**src/fcs_pkg.sv**
```systemverilog
package fcs_pkg;

   // Event kinds carried in a request word.
   localparam logic [1:0] KIND_PACKET  = 2'd0;
   localparam logic [1:0] KIND_COMMAND = 2'd1;
   localparam logic [1:0] KIND_TICK    = 2'd2;

   // Command codes.
   localparam logic [3:0] CODE_RESTART = 4'd7;
   localparam logic [3:0] CODE_UP      = 4'd6;
   localparam logic [3:0] CODE_DOWN    = 4'd5;
   localparam logic [3:0] CODE_INIT    = 4'd4;
   localparam logic [3:0] CODE_STOP    = 4'd3;
   localparam logic [3:0] CODE_START   = 4'd2;

   // Register indexes on the control port.
   localparam logic [1:0] CSR_FAST_PERIOD = 2'd0;
   localparam logic [1:0] CSR_SLOW_PERIOD = 2'd1;
   localparam logic [1:0] CSR_HOLD_TICKS  = 2'd2;
   localparam logic [1:0] CSR_SEQ_WINDOW  = 2'd3;

   // Register values after reset.
   localparam logic [9:0]  FAST_PERIOD_RESET = 10'd100;
   localparam logic [9:0]  SLOW_PERIOD_RESET = 10'd500;
   localparam logic [15:0] HOLD_TICKS_RESET  = 16'd3000;
   localparam logic [3:0]  SEQ_WINDOW_RESET  = 4'd4;

   typedef struct packed {
      logic [1:0] kind;
      logic [3:0] seq_in;
      logic [3:0] cmd_in;
   } req_type;

   typedef struct packed {
      logic       send;
      logic       long_range;
      logic [3:0] seq_out;
      logic [3:0] cmd_out;
      logic       speed_fast;
      logic       sending_stopped;
      logic       hold_active;
      logic       board_reset;
      logic       init_done;
   } rsp_type;

endpackage

```
**src/flooded_command_sequencer.sv**
```systemverilog
// Channel   Direction  Handshake            Word
// req_      in         req_valid/req_stall  req_type: kind, seq_in, cmd_in
// rsp_      out        rsp_valid/rsp_stall  rsp_type: send ... init_done
// csr_      in         csr_valid/csr_ready  csr_index (2 bits), csr_data (16 bits)
//
// Each accepted request word has its response word in the output register on the
// next cycle; a word can be taken on every cycle while req_stall is low.
// The state registers and the output register are loaded at the same edge, so
// the rate is set by that single register stage.
// Synchronous active-high reset clears the state, the output valid and the
// control registers to their defaults. While the output register is full and
// stalled, req_stall is raised.
module flooded_command_sequencer
   import fcs_pkg::*;
(
   input  logic        clock,
   input  logic        reset,
   input  logic        req_valid,
   output logic        req_stall,
   input  req_type     req_data,
   output logic        rsp_valid,
   input  logic        rsp_stall,
   output rsp_type     rsp_data,
   input  logic        csr_valid,
   output logic        csr_ready,
   input  logic [1:0]  csr_index,
   input  logic [15:0] csr_data
);

   // Control registers.
   logic [9:0]  fast_period_ff;
   logic [9:0]  slow_period_ff;
   logic [15:0] hold_ticks_ff;
   logic [3:0]  seq_window_ff;

   // Node state and its next values.
   logic [3:0]  seq_number_ff, seq_number_in;
   logic [3:0]  command_ff, command_in;
   logic        fast_mode_ff, fast_mode_in;
   logic        stopped_ff, stopped_in;
   logic        holding_ff, holding_in;
   logic        hold_restart_ff, hold_restart_in;
   logic [15:0] hold_left_ff, hold_left_in;
   logic [9:0]  fast_phase_ff, fast_phase_in;
   logic [9:0]  slow_phase_ff, slow_phase_in;

   logic        rsp_valid_ff;
   rsp_type     rsp_data_ff, rsp_data_in;

   logic        req_accept;
   logic        csr_write;
   logic [9:0]  fast_next;
   logic [9:0]  slow_next;
   logic        fast_event;
   logic        slow_event;
   logic [3:0]  seq_diff;
   logic        seq_ahead;
   logic        is_hold_code;
   logic        is_local_code;
   logic        send_raw;
   logic        long_raw;

   // Handshakes: a word is taken whenever the output register can move on.
   assign req_stall  = rsp_valid_ff && rsp_stall;
   assign req_accept = req_valid && !req_stall;
   assign csr_ready  = 1'b1;
   assign csr_write  = csr_valid && csr_ready;

   assign rsp_valid = rsp_valid_ff;
   assign rsp_data  = rsp_data_ff;

   // Phase counters advance by one and fire on reaching the period.
   assign fast_next  = fast_phase_ff + 10'd1;
   assign slow_next  = slow_phase_ff + 10'd1;
   assign fast_event = (fast_period_ff == 10'd0) || (fast_next >= fast_period_ff);
   assign slow_event = (slow_period_ff == 10'd0) || (slow_next >= slow_period_ff);

   // Sequence lead of a received packet, modulo 16.
   assign seq_diff  = req_data.seq_in - seq_number_ff;
   assign seq_ahead = (seq_diff != 4'd0) && (seq_diff <= seq_window_ff);

   assign is_hold_code  = (req_data.cmd_in == CODE_RESTART) ||
                          (req_data.cmd_in == CODE_INIT);
   assign is_local_code = (req_data.cmd_in == CODE_UP) || (req_data.cmd_in == CODE_DOWN) ||
                          (req_data.cmd_in == CODE_STOP) || (req_data.cmd_in == CODE_START);

   // Next state and response for the word at the input.
   always_comb begin
      seq_number_in   = seq_number_ff;
      command_in      = command_ff;
      fast_mode_in    = fast_mode_ff;
      stopped_in      = stopped_ff;
      holding_in      = holding_ff;
      hold_restart_in = hold_restart_ff;
      hold_left_in    = hold_left_ff;
      fast_phase_in   = fast_phase_ff;
      slow_phase_in   = slow_phase_ff;
      send_raw        = 1'b0;
      long_raw        = 1'b0;
      rsp_data_in     = '0;

      priority if (req_data.kind == KIND_PACKET && !holding_ff) begin
         if (is_hold_code) begin
            command_in      = req_data.cmd_in;
            seq_number_in   = 4'd0;
            holding_in      = 1'b1;
            hold_restart_in = (req_data.cmd_in == CODE_RESTART);
            hold_left_in    = hold_ticks_ff;
         end else begin
            if (req_data.cmd_in == CODE_STOP) begin
               stopped_in = 1'b1;
            end
            if (req_data.cmd_in == CODE_START) begin
               stopped_in = 1'b0;
            end
            if (seq_ahead) begin
               seq_number_in = req_data.seq_in;
               command_in    = req_data.cmd_in;
               if (req_data.cmd_in == CODE_DOWN) begin
                  fast_mode_in = 1'b0;
               end
               if (req_data.cmd_in == CODE_UP) begin
                  fast_mode_in = 1'b1;
               end
            end
         end
      end else if (req_data.kind == KIND_COMMAND && !holding_ff) begin
         if (is_hold_code) begin
            command_in      = req_data.cmd_in;
            seq_number_in   = 4'd0;
            holding_in      = 1'b1;
            hold_restart_in = (req_data.cmd_in == CODE_RESTART);
            hold_left_in    = hold_ticks_ff;
         end else if (is_local_code) begin
            if (req_data.cmd_in == CODE_UP) begin
               fast_mode_in = 1'b1;
            end
            if (req_data.cmd_in == CODE_DOWN) begin
               fast_mode_in = 1'b0;
            end
            seq_number_in = seq_number_ff + 4'd1;
            command_in    = req_data.cmd_in;
            send_raw      = 1'b1;
            long_raw      = 1'b1;
         end
      end else if (req_data.kind == KIND_TICK) begin
         fast_phase_in = fast_event ? 10'd0 : fast_next;
         slow_phase_in = slow_event ? 10'd0 : slow_next;
         if (holding_ff) begin
            if (slow_event) begin
               send_raw = 1'b1;
               long_raw = 1'b1;
            end
            if (hold_left_ff <= 16'd1) begin
               hold_left_in    = 16'd0;
               holding_in      = 1'b0;
               hold_restart_in = 1'b0;
               if (hold_restart_ff) begin
                  rsp_data_in.board_reset = 1'b1;
                  seq_number_in = 4'd0;
                  command_in    = 4'd0;
                  fast_mode_in  = 1'b0;
                  stopped_in    = 1'b0;
                  fast_phase_in = 10'd0;
                  slow_phase_in = 10'd0;
               end else begin
                  rsp_data_in.init_done = 1'b1;
               end
            end else begin
               hold_left_in = hold_left_ff - 16'd1;
            end
         end else if ((fast_mode_ff && fast_event) || (!fast_mode_ff && slow_event)) begin
            send_raw = 1'b1;
         end
      end else begin
         // The unused kind, or a packet or command during a hold, changes nothing.
      end

      // A stopped node keeps its state moving but sends nothing.
      rsp_data_in.send            = send_raw && !stopped_in;
      rsp_data_in.long_range      = long_raw && !stopped_in;
      rsp_data_in.seq_out         = seq_number_in;
      rsp_data_in.cmd_out         = command_in;
      rsp_data_in.speed_fast      = fast_mode_in;
      rsp_data_in.sending_stopped = stopped_in;
      rsp_data_in.hold_active     = holding_in;
   end

   // Control registers.
   always_ff @(posedge clock) begin
      if (reset) begin
         fast_period_ff <= FAST_PERIOD_RESET;
         slow_period_ff <= SLOW_PERIOD_RESET;
         hold_ticks_ff  <= HOLD_TICKS_RESET;
         seq_window_ff  <= SEQ_WINDOW_RESET;
      end else if (csr_write) begin
         unique case (csr_index)
            CSR_FAST_PERIOD: fast_period_ff <= csr_data[9:0];
            CSR_SLOW_PERIOD: slow_period_ff <= csr_data[9:0];
            CSR_HOLD_TICKS:  hold_ticks_ff  <= csr_data;
            CSR_SEQ_WINDOW:  seq_window_ff  <= csr_data[3:0];
            default: ;
         endcase
      end
   end

   // Node state moves on each accepted word.
   always_ff @(posedge clock) begin
      if (reset) begin
         seq_number_ff   <= 4'd0;
         command_ff      <= 4'd0;
         fast_mode_ff    <= 1'b0;
         stopped_ff      <= 1'b0;
         holding_ff      <= 1'b0;
         hold_restart_ff <= 1'b0;
         hold_left_ff    <= 16'd0;
         fast_phase_ff   <= 10'd0;
         slow_phase_ff   <= 10'd0;
      end else if (req_accept) begin
         seq_number_ff   <= seq_number_in;
         command_ff      <= command_in;
         fast_mode_ff    <= fast_mode_in;
         stopped_ff      <= stopped_in;
         holding_ff      <= holding_in;
         hold_restart_ff <= hold_restart_in;
         hold_left_ff    <= hold_left_in;
         fast_phase_ff   <= fast_phase_in;
         slow_phase_ff   <= slow_phase_in;
      end
   end

   // Output register.
   always_ff @(posedge clock) begin
      if (reset) begin
         rsp_valid_ff <= 1'b0;
      end else if (req_accept) begin
         rsp_valid_ff <= 1'b1;
      end else if (!rsp_stall) begin
         rsp_valid_ff <= 1'b0;
      end
   end

   always_ff @(posedge clock) begin
      if (req_accept) begin
         rsp_data_ff <= rsp_data_in;
      end
   end

   // A hold can only end one way at a time.
   a_single_end: assert property (@(posedge clock) disable iff (reset)
      rsp_valid |-> !(rsp_data.board_reset && rsp_data.init_done))
      else $error("board reset and init done raised together");

   // A restart end leaves the node cleared.
   a_restart_clears: assert property (@(posedge clock) disable iff (reset)
      (rsp_valid && rsp_data.board_reset) |->
         (rsp_data.seq_out == 4'd0 && rsp_data.cmd_out == 4'd0 &&
          !rsp_data.hold_active && !rsp_data.sending_stopped))
      else $error("restart end did not clear the node state");

   // Packets and commands during a hold leave the sequence alone.
   a_hold_ignores: assert property (@(posedge clock) disable iff (reset)
      (req_accept && holding_ff && req_data.kind != KIND_TICK) |=>
         ($stable(seq_number_ff) && $stable(command_ff) && holding_ff))
      else $error("sequence state changed during a hold");

   // A stopped node never sends.
   a_stopped_silent: assert property (@(posedge clock) disable iff (reset)
      (rsp_valid && rsp_data.sending_stopped) |-> !rsp_data.send)
      else $error("send raised while stopped");

   // Long range only accompanies a send.
   a_long_with_send: assert property (@(posedge clock) disable iff (reset)
      (rsp_valid && rsp_data.long_range) |-> rsp_data.send)
      else $error("long range flagged without a send");

endmodule
```
**config.mk**
```make
export PLATFORM = sky130hd
export DESIGN_NAME = flooded_command_sequencer
export DESIGN_NICKNAME = d
export VERILOG_FILES = /design/src/fcs_pkg.sv /design/src/flooded_command_sequencer.sv
export SDC_FILE = /design/constraint.sdc
export NUM_CORES = 1
export LEC_CHECK = 0
export BUFFER_PORTS_ARGS = -buffer_cell sky130_fd_sc_hd__buf_4
export CORE_MARGIN = 1
export CORE_UTILIZATION = 25
export DETAILED_ROUTE_END_ITERATION = 7
export PLACE_DENSITY = 0.51
export RECOVER_POWER = 50
export SLEW_MARGIN = 25
export SYNTH_ARGS = -nofsm -noshare
export SYNTH_HDL_FRONTEND = slang
export SYNTH_SLANG_ARGS = --single-unit
```
**constraint.sdc**
```tcl
create_clock -name clock -period 4.52 [get_ports clock]
set_input_delay 0.226 -clock clock [delete_from_list [all_inputs] [get_ports clock]]
set_output_delay 0.226 -clock clock [all_outputs]
set_load 0.02 [all_outputs]
```
; Word level (Yosys, flattened, before mapping)
; Cells that the tools add are included.
[op_classes]
addsub = 5
mul = 0
div = 0
magnitude_cmp = 4
n_eq_ne = 12
shift = 0
n_mux = 85
bitwise = 5
n_reduce_logical = 36
[op_table]
columns = cell, n
row1 = 16-bit two-way mux, 6
row2 = 10-bit two-way mux, 8
row3 = 4-bit two-way mux, 20
row4 = 1-bit two-way mux, 51
row5 = "10-bit by 1-bit adder with 10-bit output, second input constant", 2
row6 = 10-bit greater-or-equal comparator, 2
row7 = 10-bit zero test, 2
row8 = "4-bit by 3-bit equality test with 1-bit output, second input constant", 4
row9 = "16-bit by 1-bit less-or-equal comparator with 1-bit output, second input constant", 1
row10 = "16-bit by 1-bit subtractor with 16-bit output, second input constant", 1
row11 = 1-bit logical AND, 9
row12 = 3-bit nonzero test, 3
row13 = "4-bit by 2-bit equality test with 1-bit output, second input constant", 2
row14 = 2-bit AND reduction, 4
row15 = 4-bit AND reduction, 2
row16 = 1-bit logical OR, 7
row17 = "2-bit equality test, second input constant", 3
row18 = 1-bit inverter, 5
row19 = 5-bit OR reduction, 1
row20 = "4-bit by 1-bit adder with 4-bit output, second input constant", 1
row21 = "2-bit by 1-bit equality test with 1-bit output, second input constant", 2
row22 = 4-bit less-or-equal comparator, 1
row23 = 1-bit zero test, 4
row24 = 2-bit zero test, 2
row25 = other kinds (4), 4
[totals]
reg_bits = 104
latchBits = 0
mem_bits_rw = 0
rom_bits = 0
output_inout_bits = 18
word_cells = 170
memories = 0

; Longest topological paths before layout
[depth]
depth_word = 11
ltp_mapped = 14

; Worst setup path after synthesis
; No wires, ideal clock.
[synth_path]
kind = register to register
start = reg seq_number_ff[2]
end = reg rsp_data_ff (netlist bit rsp_data[5]), data pin
setup_time_ps = 254
arrival_ps = 2597
required_time_ps = 4266
slack_ps = 1669
path_stages_with_launch = 14
period_less_slack_ps = 2851
cell_sequence = dfxtp_1 inv_1 ha_1 a21oi_1 nand3_1 and2_1 ha_1 a21oi_1 o21ai_0 a21oi_2 buf_2 mux2i_1 o22ai_1 a21o_1
[synth_via]
elab_chain_len = 6
word_cells_on_any_way = 7
cone_classes = 1 x add/sub / 1 x order compare / 3 x mux / 2 x reduce/logical
[synth_rtl]
columns = element, line_no
row1 = from (decl), flooded_command_sequencer.sv:37  ; logic [3:0] seq_number_ff, seq_number_in;
row2 = from (signal assigned), flooded_command_sequencer.sv:220  ; seq_number_ff <= seq_number_in;
row3 = 4-bit subtractor *, flooded_command_sequencer.sv:79  ; assign seq_diff = req_data.seq_in - seq_number_ff;
row4 = 4-bit less-or-equal comparator / 4-bit nonzero test (equally long branches), flooded_command_sequencer.sv:80  ; assign seq_ahead = (seq_diff != 4'd0) && (seq_diff <= seq_window_ff);
row5 = 1-bit logical AND *, flooded_command_sequencer.sv:80
row6 = 4-bit two-way mux *, flooded_command_sequencer.sv:116  ; if (seq_ahead) begin
row7 = 4-bit two-way mux *, flooded_command_sequencer.sv:103  ; if (is_hold_code) begin
row8 = 4-bit two-way mux *, flooded_command_sequencer.sv:102  ; priority if (req_data.kind == KIND_PACKET && !holding_ff) begin
row9 = named net command_in[0], flooded_command_sequencer.sv:38  ; logic [3:0] command_ff, command_in;
row10 = to (signal assigned), flooded_command_sequencer.sv:245  ; rsp_data_ff <= rsp_data_in;
row11 = to (decl), flooded_command_sequencer.sv:48  ; rsp_type rsp_data_ff, rsp_data_in;
; Mark *: on every way through the listed nets, which the timed path passes. The rest lies on a longest branch.
; A chain may end at the register's enable or synchronous reset.

; Worst setup path in the final report
[layout_path]
start = reg rsp_valid_ff, in the netlist rsp_valid
end = reg slow_phase_ff[3]
[layout_via]
elab_chain_len = 4
[layout_rtl]
columns = element, line_no
row1 = from (decl), flooded_command_sequencer.sv:47  ; logic rsp_valid_ff;
row2 = from (signal assigned), flooded_command_sequencer.sv:235  ; rsp_valid_ff <= 1'b0;
row3 = from (signal assigned), flooded_command_sequencer.sv:237  ; rsp_valid_ff <= 1'b1;
row4 = from (signal assigned), flooded_command_sequencer.sv:239  ; rsp_valid_ff <= 1'b0;
row5 = 1-bit logical AND, flooded_command_sequencer.sv:64  ; assign req_stall = rsp_valid_ff && rsp_stall;
row6 = 1-bit zero test, flooded_command_sequencer.sv:65  ; assign req_accept = req_valid && !req_stall;
row7 = 1-bit logical AND, flooded_command_sequencer.sv:65
row8 = named net req_accept, flooded_command_sequencer.sv:50  ; logic req_accept;
row9 = 4-bit AND reduction (no source line), n/a
row10 = to (signal assigned), flooded_command_sequencer.sv:228  ; slow_phase_ff <= slow_phase_in;
row11 = to (decl), flooded_command_sequencer.sv:45  ; logic [9:0] slow_phase_ff, slow_phase_in;
; The timed path passes the listed nets, and every way through them passes these cells.

==> flow_summary.toml <==
[cts]
hold_buffers = 0
clock_sinks = 104
path_clk_slew_ps = 80
cts_setup_buffers = 0
root_buffer = "clkbuf_16"
cts-resized-gates = 0
cts-htree-levels = 3
cts_buffers = 9
cts_tree = "built"
ctsLongestPathBuffers = 2
clk_latency_ps = 360

[worst_setup_path]
path_delay_family = "buffers and inverters"
ff2ff_setup_slack_ps = 980
max_stage_delay_ps = 960
cp-end-kind = "register"
crit_path_cell_trace = "nand2_1 -> nand2_1 -> clkinv_1 -> clkbuf_1 -> nand2_1 -> buf_4 -> a31oi_1 -> nor2b_1 -> o21ai_0 -> a21oi_1"
critPathBufInv = 3
critPathLaunchType = "register"
crit_fanout = 24
reg2reg_depth = 10
crit_required_ps = 4790
slowest_stage = "clkbuf_1"
path_class = "register to register"
crit_arrival_ps = 3810
r2r-end = "slow_phase_ff[3]$_SDFFE_PP0P_"
cp_common_cell = "nand2_1"
r2r-start = "rsp_valid$_SDFFE_PP0P_"

[drt]
drc = 0
wl_met2_um = 6450
wl_um = 14200
wl_met1_um = 7180
avgRoutedWirePerCell_um = 14.0
top_layer = "met4"
drtIter0Drc = 298
wl_met3_um = 356
viasPerCell = 4.75
drtAntennaViolNets = 0
first_pass_iters = 4
num_vias = 4843

[finish]
drive_gt1_share_pct = 10.5
nets = 795
syn_to_final_growth_pct = 14.6
mostFrequentLayoutCells = "107 x nand2_1, 89 x dfxtp_1, 66 x nor2_1, 52 x a21oi_1, 48 x inv_1"
stdcell_count = 1019
antennaDiodeCount = 0
stdcell_area_um2 = 6560
final_common_cell = "nand2_1"

[sta]
drv_slew = 0
worst_slack_ps = 985
tightest_slew_ps = 1310
fmax_mhz = 283
min_period_over_period_pct = 78.2
slew_headroom_pct = 12.5
hold_viol = 0
fin_crit_ps = 3540
clock_skew_ps = 13.6
rsz0062_at_grt = "no"
setup_violations = 0
tns_ps = 0
holdWs_ps = 72.2

[synthesis]
synth.avg_cell_area_um2 = 8.24
synthDistinctLibCells = 62
yosys-top-cells-area = "dfxtp_1 31%, edfxtp_1 7.9%, nand2_1 7.0%"
seq_area_frac_synth_pct = 39.0
synth_fp_nets = 761
yosysWarnings = 0
syn-cell-area_um2 = 5730
synth-seq-cells = 104
synth_top_area_share_pct = 31.1
synth_cells = 695
synth_async_sr_flop_share_pct = 0
synth_edf_count = 15
synth_top_cell_by_area = "dfxtp_1"
ys.flop_type = "dfxtp_1"

[placed_design]
dp_cells = 1003
place.gp.congestion = 0.814
dp_hpwl_um = 10300
dp_slack_ps = 1160
place_area_um2 = 6350
numPortBuffers = 49

[global_routing]
antenna_found_initial = 0
grt_max_degree = 88
grt_pass1_vias = 4578
grt_pass1_wl_um = 23700
grt_use_total_pct = 12.4
overflow = 0

[min_path]
hp-start = "csr_data[11]"
min_to = "hold_ticks_ff[11]$_SDFFE_PP1P_"
hold_class = "input port to register"
worstHoldPathCells = 3

[floorplanning]
die_area_um2 = 23500
num_rows = 55
die_x_um = 153
initial_core_util_pct = 25.4
design.core.area_um2 = 22600
die_h_um = 153
io_pins = 51

[power]
peakVddDrop_mv = 0.146
power.density_nw_per_um2 = 343
p_leak_nw = 2.66

[run]
maxCapViolCount = 0

[status]
outcome = "finished clean"
-- worst min-delay path, stage by stage --
cell and delay [ps]:
buf_4 80, nand2_1 40, nand3b_1 60
-- layout make-up --
| class | count | area [um2] |
|---|---|---|
| timing repair buffer | 54 | 330 |
| inverter | 49 | 184 |
| tap | 285 | 357 |
| clock inverter | 6 | 48.8 |
| clock buffer | 10 | 239 |
| fill | 2467 | 16000 |
| multi-input combinational | 511 | 3170 |
| sequential | 104 | 2230 |
-- how the worst max path moves through the flow --
stage | from | end | slack (ps) | depth (start not counted)
finish | rsp_valid$_SDFFE_PP0P_ | slow_phase_ff[3]$_SDFFE_PP0P_ | 980 | 10
global route | rsp_valid$_SDFFE_PP0P_ | slow_phase_ff[3]$_SDFFE_PP0P_ | 530 | 10
CTS | slow_phase_ff[0]$_SDFFE_PP0P_ | slow_phase_ff[3]$_SDFFE_PP0P_ | 1120 | 12
detailed placement | slow_phase_ff[0]$_SDFFE_PP0P_ | slow_phase_ff[3]$_SDFFE_PP0P_ | 1160 | 12
global placement | fast_phase_ff[0]$_SDFFE_PP0P_ | fast_phase_ff[7]$_SDFFE_PP0P_ | 1240 | 13
floorplan | seq_number_ff[2]$_SDFFE_PP0P_ | rsp_data[5]$_DFFE_PP_ | 1670 | 13
-- state kept, by name, indices dropped and copies added, names as in the netlist, 4 cells and up --
signal	count
command_ff	4
fast_period_ff	10
fast_phase_ff	10
hold_left_ff	16
hold_ticks_ff	16
rsp_data	15
seq_number_ff	4
seq_window_ff	4
slow_period_ff	10
slow_phase_ff	10
-- cell families (layout without fill, tap and decap cells) --
logic type                 Yosys count  in the layout  share of synthesized area (%)
adders and majority gates           33             33                           7.34
xor gates and xnor gates            17             17                           2.60
AOI/OAI and AO/OA                  178            178                           21.3
buffers and inverters               80            119                           5.70
other                                1              1                         0.0655
and+or+nand+nor                    271            271                           22.1
DFF                                104            104                           39.0
muxes                               11             11                           1.94
-- layer usage --
metal  global-route usage [%]  up-vias
met3                     1.79       16
met5                        0        -
met1                     16.9     2246
li1                         -     2511
met4                     4.67        0
met2                     19.8       70
-- synth_stat cells, types with 11 or more instances --
cell type and n:
a21oi_1 52, o32ai_1 12, a22oi_1 14, nor2b_1 12, nand2_1 107, clkbuf_1 22, ha_1 32, dfxtp_1 89
xnor2_1 11, nor3_1 12, nand3_1 17, nor2_1 67, edfxtp_1 15, inv_1 48, o21ai_0 26
-- metrics by stage --
step | total power [W] | util (%)
floorplan | 0.00136 | -
global placement | 0.00150 | 28.1
detailed placement | 0.00150 | 28.1
CTS | 0.00229 | 29.4
global route | 0.00237 | 29.1
finish | 0.00225 | 29.1
-- power breakdown --
part           total, W  internal, W  switching, W
Clock          0.000781     0.000398      0.000383
Combinational  0.000460     0.000175      0.000285
Sequential      0.00101     0.000981     0.0000290
Total           0.00225      0.00155      0.000697
(Power assumes the default switching activity.)
